**src/hdl/tksel_pkg.sv**
```systemverilog
// Package with codes, types and command/status structs of the top-k gap selector.
`default_nettype none
package tksel_pkg;

  localparam int CAPACITY_DEF = 64;
  localparam int ENTRY_W      = 128;
  localparam int MAXK_RESET   = 64;

  typedef enum logic [1:0] {
    OP_INS_GIVEN = 2'd0,
    OP_INS_COMP  = 2'd1,
    OP_READ      = 2'd2,
    OP_CLEAR     = 2'd3
  } opcode_t;

  typedef enum logic [1:0] {
    ST_OK       = 2'd0,
    ST_NOT_KEPT = 2'd1,
    ST_NEG_GAP  = 2'd2,
    ST_RANK_OOB = 2'd3
  } status_t;

  // Commands from the controller to the datapath.
  typedef struct packed {
    logic    load;
    logic    div_start;
    logic    div_step;
    logic    idx_init;
    logic    pre_rd;
    logic    sh_rd;
    logic    wr_item;
    logic    wr_shift;
    logic    rd_rank;
    logic    clr_count;
    logic    commit;
    logic    finish;
    status_t fin_status;
    logic    fin_entry;
    logic    publish;
  } cmd_t;

  // Status from the datapath to the controller.
  typedef struct packed {
    opcode_t op;
    logic    neg;
    logic    full;
    logic    count_zero;
    logic    rank_oob;
    logic    idx_zero;
    logic    rd_ge;
    logic    div_last;
    logic    out_busy;
  } stat_t;

endpackage
`default_nettype wire

```
**src/hdl/tksel_ctrl.sv**
```systemverilog
// Controller state machine sequencing division, insertion shift, reads and results.
`default_nettype none
module tksel_ctrl
  import tksel_pkg::*;
(
  input  wire logic  clk,
  input  wire logic  rst_n,
  input  wire logic  in_valid,
  output logic       in_ready,
  input  wire stat_t st,
  output cmd_t       cmd
);
  typedef enum logic [8:0] {
    S_IDLE  = 9'b000000001,
    S_DISP  = 9'b000000010,
    S_DIV   = 9'b000000100,
    S_INS   = 9'b000001000,
    S_PRE   = 9'b000010000,
    S_SH    = 9'b000100000,
    S_SHCHK = 9'b001000000,
    S_RDW   = 9'b010000000,
    S_FIN   = 9'b100000000
  } state_t;

  state_t state_r, state_nxt;

  assign in_ready = (state_r == S_IDLE);

  // Next state and command decode.
  always_comb begin
    cmd       = '0;
    state_nxt = state_r;
    unique case (state_r)
      S_IDLE: begin
        if (in_valid) begin
          cmd.load  = 1'b1;
          state_nxt = S_DISP;
        end
      end
      S_DISP: begin
        unique case (st.op)
          OP_CLEAR: begin
            cmd.clr_count  = 1'b1;
            cmd.finish     = 1'b1;
            cmd.fin_status = ST_OK;
            state_nxt      = S_FIN;
          end
          OP_READ: begin
            if (st.rank_oob) begin
              cmd.finish     = 1'b1;
              cmd.fin_status = ST_RANK_OOB;
              state_nxt      = S_FIN;
            end else begin
              cmd.rd_rank = 1'b1;
              state_nxt   = S_RDW;
            end
          end
          OP_INS_GIVEN: begin
            if (st.neg) begin
              cmd.finish     = 1'b1;
              cmd.fin_status = ST_NEG_GAP;
              state_nxt      = S_FIN;
            end else begin
              state_nxt = S_INS;
            end
          end
          OP_INS_COMP: begin
            if (st.neg) begin
              cmd.finish     = 1'b1;
              cmd.fin_status = ST_NEG_GAP;
              state_nxt      = S_FIN;
            end else begin
              cmd.div_start = 1'b1;
              state_nxt     = S_DIV;
            end
          end
          default: state_nxt = S_IDLE;
        endcase
      end
      S_DIV: begin
        cmd.div_step = 1'b1;
        if (st.div_last) begin
          state_nxt = S_INS;
        end
      end
      S_INS: begin
        // A full store with nothing held can never keep the new entry.
        if (st.full && st.count_zero) begin
          cmd.finish     = 1'b1;
          cmd.fin_status = ST_NOT_KEPT;
          state_nxt      = S_FIN;
        end else begin
          cmd.idx_init = 1'b1;
          cmd.pre_rd   = st.full;
          state_nxt    = st.full ? S_PRE : S_SH;
        end
      end
      S_PRE: begin
        // The last entry wins ties, so the new one would be the one dropped.
        if (st.rd_ge) begin
          cmd.finish     = 1'b1;
          cmd.fin_status = ST_NOT_KEPT;
          state_nxt      = S_FIN;
        end else begin
          state_nxt = S_SH;
        end
      end
      S_SH: begin
        if (st.idx_zero) begin
          cmd.wr_item    = 1'b1;
          cmd.commit     = 1'b1;
          cmd.finish     = 1'b1;
          cmd.fin_status = ST_OK;
          state_nxt      = S_FIN;
        end else begin
          cmd.sh_rd = 1'b1;
          state_nxt = S_SHCHK;
        end
      end
      S_SHCHK: begin
        if (st.rd_ge) begin
          cmd.wr_item    = 1'b1;
          cmd.commit     = 1'b1;
          cmd.finish     = 1'b1;
          cmd.fin_status = ST_OK;
          state_nxt      = S_FIN;
        end else begin
          cmd.wr_shift = 1'b1;
          state_nxt    = S_SH;
        end
      end
      S_RDW: begin
        cmd.finish     = 1'b1;
        cmd.fin_status = ST_OK;
        cmd.fin_entry  = 1'b1;
        state_nxt      = S_FIN;
      end
      S_FIN: begin
        if (!st.out_busy) begin
          cmd.publish = 1'b1;
          state_nxt   = S_IDLE;
        end
      end
      default: state_nxt = S_IDLE;
    endcase
  end

  always_ff @(posedge clk) begin
    if (!rst_n) begin
      state_r <= S_IDLE;
    end else begin
      state_r <= state_nxt;
    end
  end

  // Memory writes only happen while an insert is being placed.
  a_wr_state: assert property (@(posedge clk) disable iff (!rst_n)
    (cmd.wr_item || cmd.wr_shift) |-> (state_r == S_SH || state_r == S_SHCHK))
    else $error("store written outside insertion");
  // A result is never published over one still waiting.
  a_pub_free: assert property (@(posedge clk) disable iff (!rst_n)
    cmd.publish |-> !st.out_busy)
    else $error("result overwritten");
  // After a request is taken the block works on it before taking another.
  a_one_item: assert property (@(posedge clk) disable iff (!rst_n)
    cmd.load |=> !in_ready)
    else $error("second request taken while busy");
endmodule
`default_nettype wire

```
**config.mk**
```make
export PLATFORM = sky130hd
export DESIGN_NAME = tksel_ctrl
export DESIGN_NICKNAME = d
export VERILOG_FILES = /design/src/hdl/tksel_pkg.sv /design/src/hdl/tksel_ctrl.sv
export SDC_FILE = /design/constraint.sdc
export NUM_CORES = 1
export LEC_CHECK = 0
export BUFFER_PORTS_ARGS = -buffer_cell sky130_fd_sc_hd__buf_2
export CORE_ASPECT_RATIO = 0.6
export CORE_UTILIZATION = 25
export CTS_BUF_LIST = sky130_fd_sc_hd__clkbuf_4 sky130_fd_sc_hd__clkbuf_8
export DETAILED_ROUTE_END_ITERATION = 7
export SYNTH_ARGS = -nofsm -noshare
export SYNTH_HDL_FRONTEND = slang
export SYNTH_SLANG_ARGS = --single-unit
```
**constraint.sdc**
```tcl
create_clock -name clk -period 2.3 [get_ports clk]
set_input_delay 0.69 -clock clk [delete_from_list [all_inputs] [get_ports clk]]
set_output_delay 0.69 -clock clk [all_outputs]
set_load 0.02 [all_outputs]
```
==> metrics.yaml, run 1 <==
synth_top_area_frac: 0.228
vias: 1112
clk_latency_ps: 240
synth_top_area_cell: "dfxtp_1"
hp-class: "reg -> reg"
drt-wirelength-per-cell_um: 16.4
clk_path_buf_depth: 2
outcome: "finished with violations"
antenna_found_initial: 0
fin_worst_skew_ps: 2.91
cp_slowest_cell: "or4b_4"
critical_path.top_delay_family: "simple AND/OR/NAND/NOR gates"
synth_warnings: 0
top_regs: "state_r (9)"
post-route-util: 0.514
io_pins: 30
avgSynthCellArea_um2: 7.52
r2r_cells: 7
worstPathRequired_ps: 1610
rsz0062_at_grt: "true"
crit_end: "cmd[11]"
grt_pass1_vias: 1014
worstPathMaxFanout: 7
clock-root-buffer: "clkbuf_8"
vias_per_cell: 5.35
design.core.area_mm2: 0.00293
firstDrtPassIters: 4
register_area_um2: 194
final_antenna_net_count: 0
nets: 180
hold_ws_ps: 590
portBuffers: 29
wl_um: 3400
critPathMaxStageDelay_ps: 530
gp_congestion: 0.870
maxSlewViolCount: 0
fp.dieW_um: 74.6
fin_setup_tns_ps: -2370
finalCritPeriodShare: 1.13
startpoint_type: "register"
dpl_cell_area_mm2: 0.00113
ir_drop_mv: 0.227
syn_area_um2: 790
finish.instance_area_mm2: 0.00150
ff2ff_setup_slack_ps: 280
hold_viol: 0
grt_use_total: 0.193
drt_iter0_drc: 87
area_delta_synth_final_pct: 90.5
die_height_um: 45.5
synth_cell_types: 41
largest_register_ff_count: 9
reg2reg_to: "state_r[1]"
grt_max_degree: 14
hpwl_um: 2170
layout-drive-gt1-share: 0.620
h-tree-depth: 1
finalSetupViolations: 15
max_slew_margin: 0.706
synth_cells: 105
regMostFlops: "state_r"
timing.fmax_mhz: 385
antennaDiodeCount: 0
violations: "negative setup slack"
powerDensity_mw_per_mm2: 559
fin_ws_ps: -295
drv_cap: 0
cts.clk_slew.worst_paths_ps: 50
crit_chain: "or4b_4, or3_4, nor3b_4, buf_6"
cts_tree: "yes"
final_common_cell: "buf_4"
cts_buffers: 3
cp.arrival_ps: 1900
worst_pin_slew_ps: 438
pre_cts_ws_ps: -112
n_fill_cell: 266
critPathKind: "reg -> out"
final_cell_mix: "buf_4, buf_6, buf_2"
yosys-top-cells-area: "dfxtp_1, nor2b_1, nor4_1, nor2_1, and2_1"
clkSinkCount: 9
min_period_ps: 2590
path_buf_inv: 1
initial_utilization: 0.270
r2r-start: "state_r[0]"
rows: 15
synthesis.nets: 118
dieArea_mm2: 0.00339
multi_input_area_um2: 692
end_kind: "primary output"
synth_seq_cells: 9
crit_cells: 4
yosysSeqAreaShare: 0.228
route.detailed.drc: 0
grt.overflow.total: 0
p_leak_nw: 0.671
startpoint: "state_r[1]"
grt_pass1_wl_um: 4640
tightest hold or removal path: stages, from the launching register on:
cell and delay, ps:
dfxtp_4 370, nand3_1 70, o311ai_1 100
what timing repair did:
item	4_1_cts	5_1_grt
setup buffers	7	7
resized for setup	26	39
pin swaps	7	13
setup endpoints to repair	17	17
hold buffers	0	0
how the worst min path moves through the flow:
stage	start	endpoint	cells after the start	slack (ps)
after floorplan	state_r[0]	state_r[0]	2	540
after global placement	state_r[0]	state_r[0]	2	620
after detailed placement	state_r[0]	state_r[0]	2	610
after CTS	state_r[0]	state_r[0]	2	580
after global routing	state_r[0]	state_r[0]	2	610
final	state_r[0]	state_r[0]	2	590
cells in the mapped netlist:
library cell,count
and3_1,3
nor3b_2,1
nand2_1,8
nor3b_1,4
o32ai_1,1
and2_1,5
nor3_1,3
and4_1,2
nor3_2,1
nand3_1,5
or4b_1,2
or4_4,2
o21a_1,1
a22oi_1,1
nand3b_1,1
a221o_1,1
nor2_1,9
buf_2,3
xor2_1,2
nand4_1,1
clkbuf_1,2
or3_4,1
a221oi_1,1
nand2b_1,1
nor2b_1,6
nor4b_1,1
o21ai_0,1
a211oi_1,1
inv_1,3
o311ai_1,1
buf_4,1
o31ai_1,1
dfxtp_1,9
xnor2_1,1
a21oi_1,5
or3_1,1
buf_6,1
a31oi_1,3
or4_1,1
nor4_1,6
or4b_2,2
power breakdown:
part	internal (W)	total, W	switching [W]
registers	0.000174	0.000201	0.0000274
logic	0.000229	0.000429	0.000200
clock network	0.000134	0.000210	0.0000762
logic make-up (layout without fill, tap and decap cells):
group,after synthesis,in the layout,share of synthesized area
AO/OA/AOI/OAI,17,17,0.146
XOR/XNOR,3,3,0.0333
buffers and inverters,10,71,0.0666
flip-flops,9,9,0.228
AND/OR/NAND/NOR,66,66,0.526
layer usage:
layer,global-route usage,routed length (um),vias to the layer above
met4,0.102,94,0
met3,0.0642,186,12
met5,0,0,-
met2,0.286,1660,44
li1,-,-,521
met1,0.250,1470,535
layout make-up:
cell class              count  share of cell area
flip-flops and latches      9               0.129
repair buffers             64               0.336
well taps                  42              0.0349
clock buffers               4              0.0324
inverters                   3             0.00749
multi-input cells          86               0.460
stage by stage:
| step | cells | total power [W] |
|---|---|---|
| final | 208 | 0.000841 |
| after global routing | 208 | 0.000874 |
| after CTS | 202 | 0.000720 |
| after detailed placement | 191 | 0.000449 |
| after global placement | 191 | 0.000446 |
| after floorplan | 105 | 0.000328 |
Note: power is estimated with default switching activity, not from simulation.
==> inputs of run 2 (changes only) <==
CORE_MARGIN = 1.5   (was default)
==> metrics.yaml, run 2 (same netlist as run 1, synthesis figures left out) <==
h-tree-depth: 1  # unchanged
vias: 1128  # +1.4%
worstPathRequired_ps: 1610  # about the same
cp_slowest_cell: "or4_4"
ff2ff_setup_slack_ps: -180  # -460 ps
gp_congestion: 0.919  # +5.7%
cts.clk_slew.worst_paths_ps: 50  # about the same
multi_input_area_um2: 722  # +4.3%
design.core.area_mm2: 0.00293  # unchanged
p_leak_nw: 0.714  # +6.3%
vias_per_cell: 5.25  # -1.9%
finalSetupViolations: 16  # +1
initial_utilization: 0.270  # unchanged
max_slew_margin: 0.741  # +0.0354
end_kind: "primary output"
holdPathStages: 3  # +1
startpoint_type: "register"
drv_cap: 0  # unchanged
hpwl_um: 2040  # -6.1%
clock-root-buffer: "clkbuf_8"
hold_start: "state_r[0]"
antenna_found_initial: 0  # unchanged
fin_ws_ps: -305  # -10.0 ps
portBuffers: 29  # unchanged
final_antenna_net_count: 0  # unchanged
finalCritPeriodShare: 1.13  # +0.00436
route.detailed.drc: 0  # unchanged
r2r-start: "state_r[4]"
path_buf_inv: 2  # +1
fin_worst_skew_ps: 9.05  # +6.14 ps
clk_latency_ps: 240  # about the same
outcome: "finished with violations"
rsz0062_at_grt: "true"
drt_iter0_drc: 123  # +41%
wl_um: 3600  # +5.7%
cp.arrival_ps: 1910  # about the same
critical_path.top_delay_family: "simple AND/OR/NAND/NOR gates"
final_cell_mix: "buf_4, buf_6, buf_2"
violations: "negative setup slack"
powerDensity_mw_per_mm2: 535  # -4.3%
register_area_um2: 196  # +1.3%
final_common_cell: "buf_4"
worst_pin_slew_ps: 387  # -51.7 ps
fin_setup_tns_ps: -2830  # -457 ps
grt.overflow.total: 0  # unchanged
largest_register_ff_count: 9  # unchanged
io_pins: 30  # unchanged
clkSinkCount: 9  # unchanged
min_period_ps: 2600  # +10.0 ps
grt_use_total: 0.197  # +0.00400
dieArea_mm2: 0.00352  # +3.6%
maxSlewViolCount: 0  # unchanged
fp.dieW_um: 75.6  # +1.3%
worstHoldEndpoint: "state_r[0]"
cts_hold_buf: 0  # unchanged
firstDrtPassIters: 4  # unchanged
post-route-util: 0.553  # +0.0389
nets: 187  # +3.9%
clk_path_buf_depth: 2  # unchanged
hp-class: "reg -> reg"
cts_tree: "yes"
ir_drop_mv: 0.330  # +46%
hold_viol: 0  # unchanged
crit_chain: "or4_4, buf_6, nor3_4, and3_2, buf_4"
timing.fmax_mhz: 384  # -0.38%
grt_pass1_vias: 1020  # +0.59%
die_height_um: 46.5  # +2.2%
grt_pass1_wl_um: 4860  # +4.8%
rows: 15  # unchanged
drt-wirelength-per-cell_um: 16.7  # +2.3%
cts_buffers: 3  # unchanged
layout-drive-gt1-share: 0.653  # +0.0327
critPathMaxStageDelay_ps: 560  # +30 ps
r2r_cells: 12  # +5
area_delta_synth_final_pct: 105
grt_max_degree: 14  # unchanged
regMostFlops: "state_r"
n_fill_cell: 256  # -3.8%
critPathKind: "reg -> out"
top_regs: "state_r (9)"
worstPathMaxFanout: 5  # -2
reg2reg_to: "state_r[2]"
antennaDiodeCount: 0  # unchanged
## run 2: cell count changes in the layout (fill, tap and decap cells not counted), moves of 2 or more
cell and change:
and3_4 -2, buf_2 -4, buf_4 +6, buf_6 +5, nor4_2 -2, nor4_4 +2
## run 2: where the power goes
part	leakage (nW)	internal [W]	total, W	switching, W
Sequential	0.0767	0.000176	0.000198	0.0000220
Combinational	0.611	0.000245	0.000463	0.000218
Clock	0.0262	0.000133	0.000205	0.0000713
## run 2: worst max-delay path by stage
| stage | start | end | cells after the start |
|---|---|---|---|
| after floorplan | state_r[4] | cmd[15] | 5 |
| after global placement | state_r[0] | cmd[7] | 4 |
| after detailed placement | state_r[0] | cmd[4] | 5 |
| after CTS | state_r[6] | cmd[11] | 4 |
| after global routing | state_r[4] | cmd[4] | 6 |
| final | state_r[4] | cmd[6] | 5 |
## run 2: layer usage
layer  global-route usage  vias up  part of all wire
met5                    0        -                 0
met4                0.114        0             0.020
met3               0.0700       10             0.056
met2                0.316       43              0.49
met1                0.231      548              0.44
li1                     -      527                 -
## run 2: metrics by stage
stage,power [W],instances,setup WS (ps),hold slack (ps),cell area [um2]
after floorplan,0.000328,105,-53.5,543,808
after global placement,0.000443,191,-57.7,551,1130
after detailed placement,0.000447,191,-94.9,575,1130
after CTS,0.000738,207,-248,572,1410
after global routing,0.000905,215,-369,713,1620
final,0.000866,215,-305,701,1620
## run 2: what timing repair did
action / in CTS / in global routing
buffers inserted: 12 / 12
gates resized for setup: 40 / 38
pin swaps: 15 / 17
setup endpoints to repair: 17 / 18
## run 2: area by class of cell
type,instances,area share
repair buffers,71,0.363
multi-input cells,86,0.446
flip-flops and latches,9,0.121
clock buffers,4,0.0302
well taps,42,0.0325
inverters,3,0.00696
## run 2: worst reg2reg max path, stage by stage, from the launching register on
cell and delay (ps):
dfxtp_2 320, or4_4 560, buf_6 150, nor3_4 270
nand3_2 160, buf_4 160, buf_6 100, buf_6 100
buf_6 100, buf_4 110, buf_4 120, buf_4 130
a21oi_2 120
==> inputs of run 3 (changes only) <==
CORE_UTILIZATION = 35   (was 25)
==> metrics.yaml, run 3 (same netlist as run 1, synthesis figures left out) <==
vias_per_cell: 5.76  # +9.7%
clock-root-buffer: "clkbuf_8"
r2r-start: "state_r[2]"
worstPathRequired_ps: 1610  # about the same
fin_worst_skew_ps: 6.50  # -2.56 ps
ff2ff_setup_slack_ps: 240  # +420 ps
min_period_ps: 2600  # +0.0740 ps
portBuffers: 29  # unchanged
finish.instance_area_mm2: 0.00143  # -12%
holdPathStages: 3  # unchanged
hold_start: "state_r[8]"
clk_latency_ps: 240  # about the same
fin_setup_tns_ps: -1990  # +837 ps
dieArea_mm2: 0.00256  # -27%
grt.overflow.total: 0  # unchanged
layout-drive-gt1-share: 0.581  # -0.0719
clk_path_buf_depth: 2  # unchanged
top_regs: "state_r (9)"
io_pins: 30  # unchanged
initial_utilization: 0.368  # +0.0981
grt_pass1_vias: 917  # -10%
cts.clk_slew.worst_paths_ps: 50  # about the same
pre_cts_ws_ps: -102  # -6.97 ps
regMostFlops: "state_r"
wl_um: 3350  # -7.0%
design.core.area_mm2: 0.00215  # -27%
final_antenna_net_count: 0  # unchanged
cts_buffers: 3  # unchanged
violations: "negative setup slack"
vias: 1094  # -3.0%
gp_congestion: 0.889  # -3.3%
rsz0062_at_grt: "true"
cts_tree: "yes"
antennaDiodeCount: 0  # unchanged
drt_iter0_drc: 83  # -33%
final_cell_mix: "buf_4, buf_2, buf_6"
grt_max_degree: 14  # unchanged
worstPathMaxFanout: 4  # -1
area_delta_synth_final_pct: 81.3
grt_use_total: 0.243  # +0.0457
cp.arrival_ps: 1910  # about the same
rows: 13  # -2
fin_ws_ps: -305  # -0.0740 ps
grt_pass1_wl_um: 4390  # -9.7%
timing.fmax_mhz: 384  # about the same
max_slew_margin: 0.703  # -0.0388
hp-class: "reg -> reg"
outcome: "finished with violations"
worstHoldEndpoint: "state_r[8]"
nets: 174  # -7.0%
final_common_cell: "buf_4"
dpl_cell_area_mm2: 0.00110  # -2.7%
firstDrtPassIters: 5  # +1
hold_ws_ps: 721  # +19.2 ps
fp.dieW_um: 64.3  # -15%
powerDensity_mw_per_mm2: 597  # +12%
worst_pin_slew_ps: 442  # +55.3 ps
hpwl_um: 1990  # -2.4%
critPathKind: "reg -> out"
end_kind: "primary output"
route.detailed.drc: 0  # unchanged
drt-wirelength-per-cell_um: 17.6  # +5.2%
reg2reg_to: "state_r[0]"
finalCritPeriodShare: 1.13  # about the same
r2r_cells: 6  # -6
h-tree-depth: 1  # unchanged
largest_register_ff_count: 9  # unchanged
startpoint_type: "register"
antenna_found_initial: 0  # unchanged
finalSetupViolations: 11  # -5
maxSlewViolCount: 0  # unchanged
cts_hold_buf: 0  # unchanged
hold_viol: 0  # unchanged
clkSinkCount: 9  # unchanged
die_height_um: 39.8  # -14%
finalPower_w: 0.000855  # -1.3%
ir_drop_mv: 0.236  # -29%
drv_cap: 0  # unchanged
p_leak_nw: 0.642  # -10%
-- run 3: cell types whose count changed in the layout (fill, tap and decap cells not counted), sizes merged --
cell / before / now
buf: 71 / 58
-- run 3: worst max path at each step --
stage | from | endpoint | depth (start not counted)
after floorplan | state_r[4] | cmd[15] | 5
final | state_r[0] | cmd[11] | 4
after global placement | state_r[0] | cmd[4] | 5
after detailed placement | state_r[0] | cmd[7] | 4
after CTS | state_r[6] | cmd[11] | 4
after global routing | state_r[6] | cmd[7] | 5
-- run 3: final cells by class --
| class | instances | area [um2] |
|---|---|---|
| Clock buffer | 4 | 48.8 |
| Fill cell | 187 | 716 |
| Inverter | 3 | 11.3 |
| Multi-Input combinational cell | 86 | 696 |
| Sequential cell | 9 | 194 |
| Tap cell | 30 | 37.5 |
| Timing Repair Buffer | 58 | 444 |
-- run 3: per-layer routing --
metal  vias up  part of all wire  track usage
li1        504                 -            -
met1       504              0.41        0.314
met2        68              0.47        0.398
met3        18             0.099       0.0718
met4         0             0.030       0.0691
met5         -                 0            0
-- run 3: critical path: stages, from the launching register on --
cell and delay (ps):
dfxtp_2 340, or4b_4 570, or3_4 420, nor3b_4 200
buf_6 140
-- run 3: power by group --
part / internal (W) / switching, W / total [W]
combinational: 0.000243 / 0.000215 / 0.000458
sequential: 0.000173 / 0.0000215 / 0.000194
clock: 0.000133 / 0.0000698 / 0.000203
total: 0.000549 / 0.000306 / 0.000855
-- run 3: timing repair --
item | in CTS | in global routing
setup buffers | 6 | 4
resized for setup | 42 | 17
pin swaps | 14 | 12
gates cloned | 0 | 0
setup endpoints to repair | 15 | 16
-- run 3: stage by stage --
stage | instances | utilization
floorplan | 105 | -
global placement | 177 | 0.512
detailed placement | 177 | 0.512
CTS | 187 | 0.633
global route | 190 | 0.667
finish | 190 | 0.667
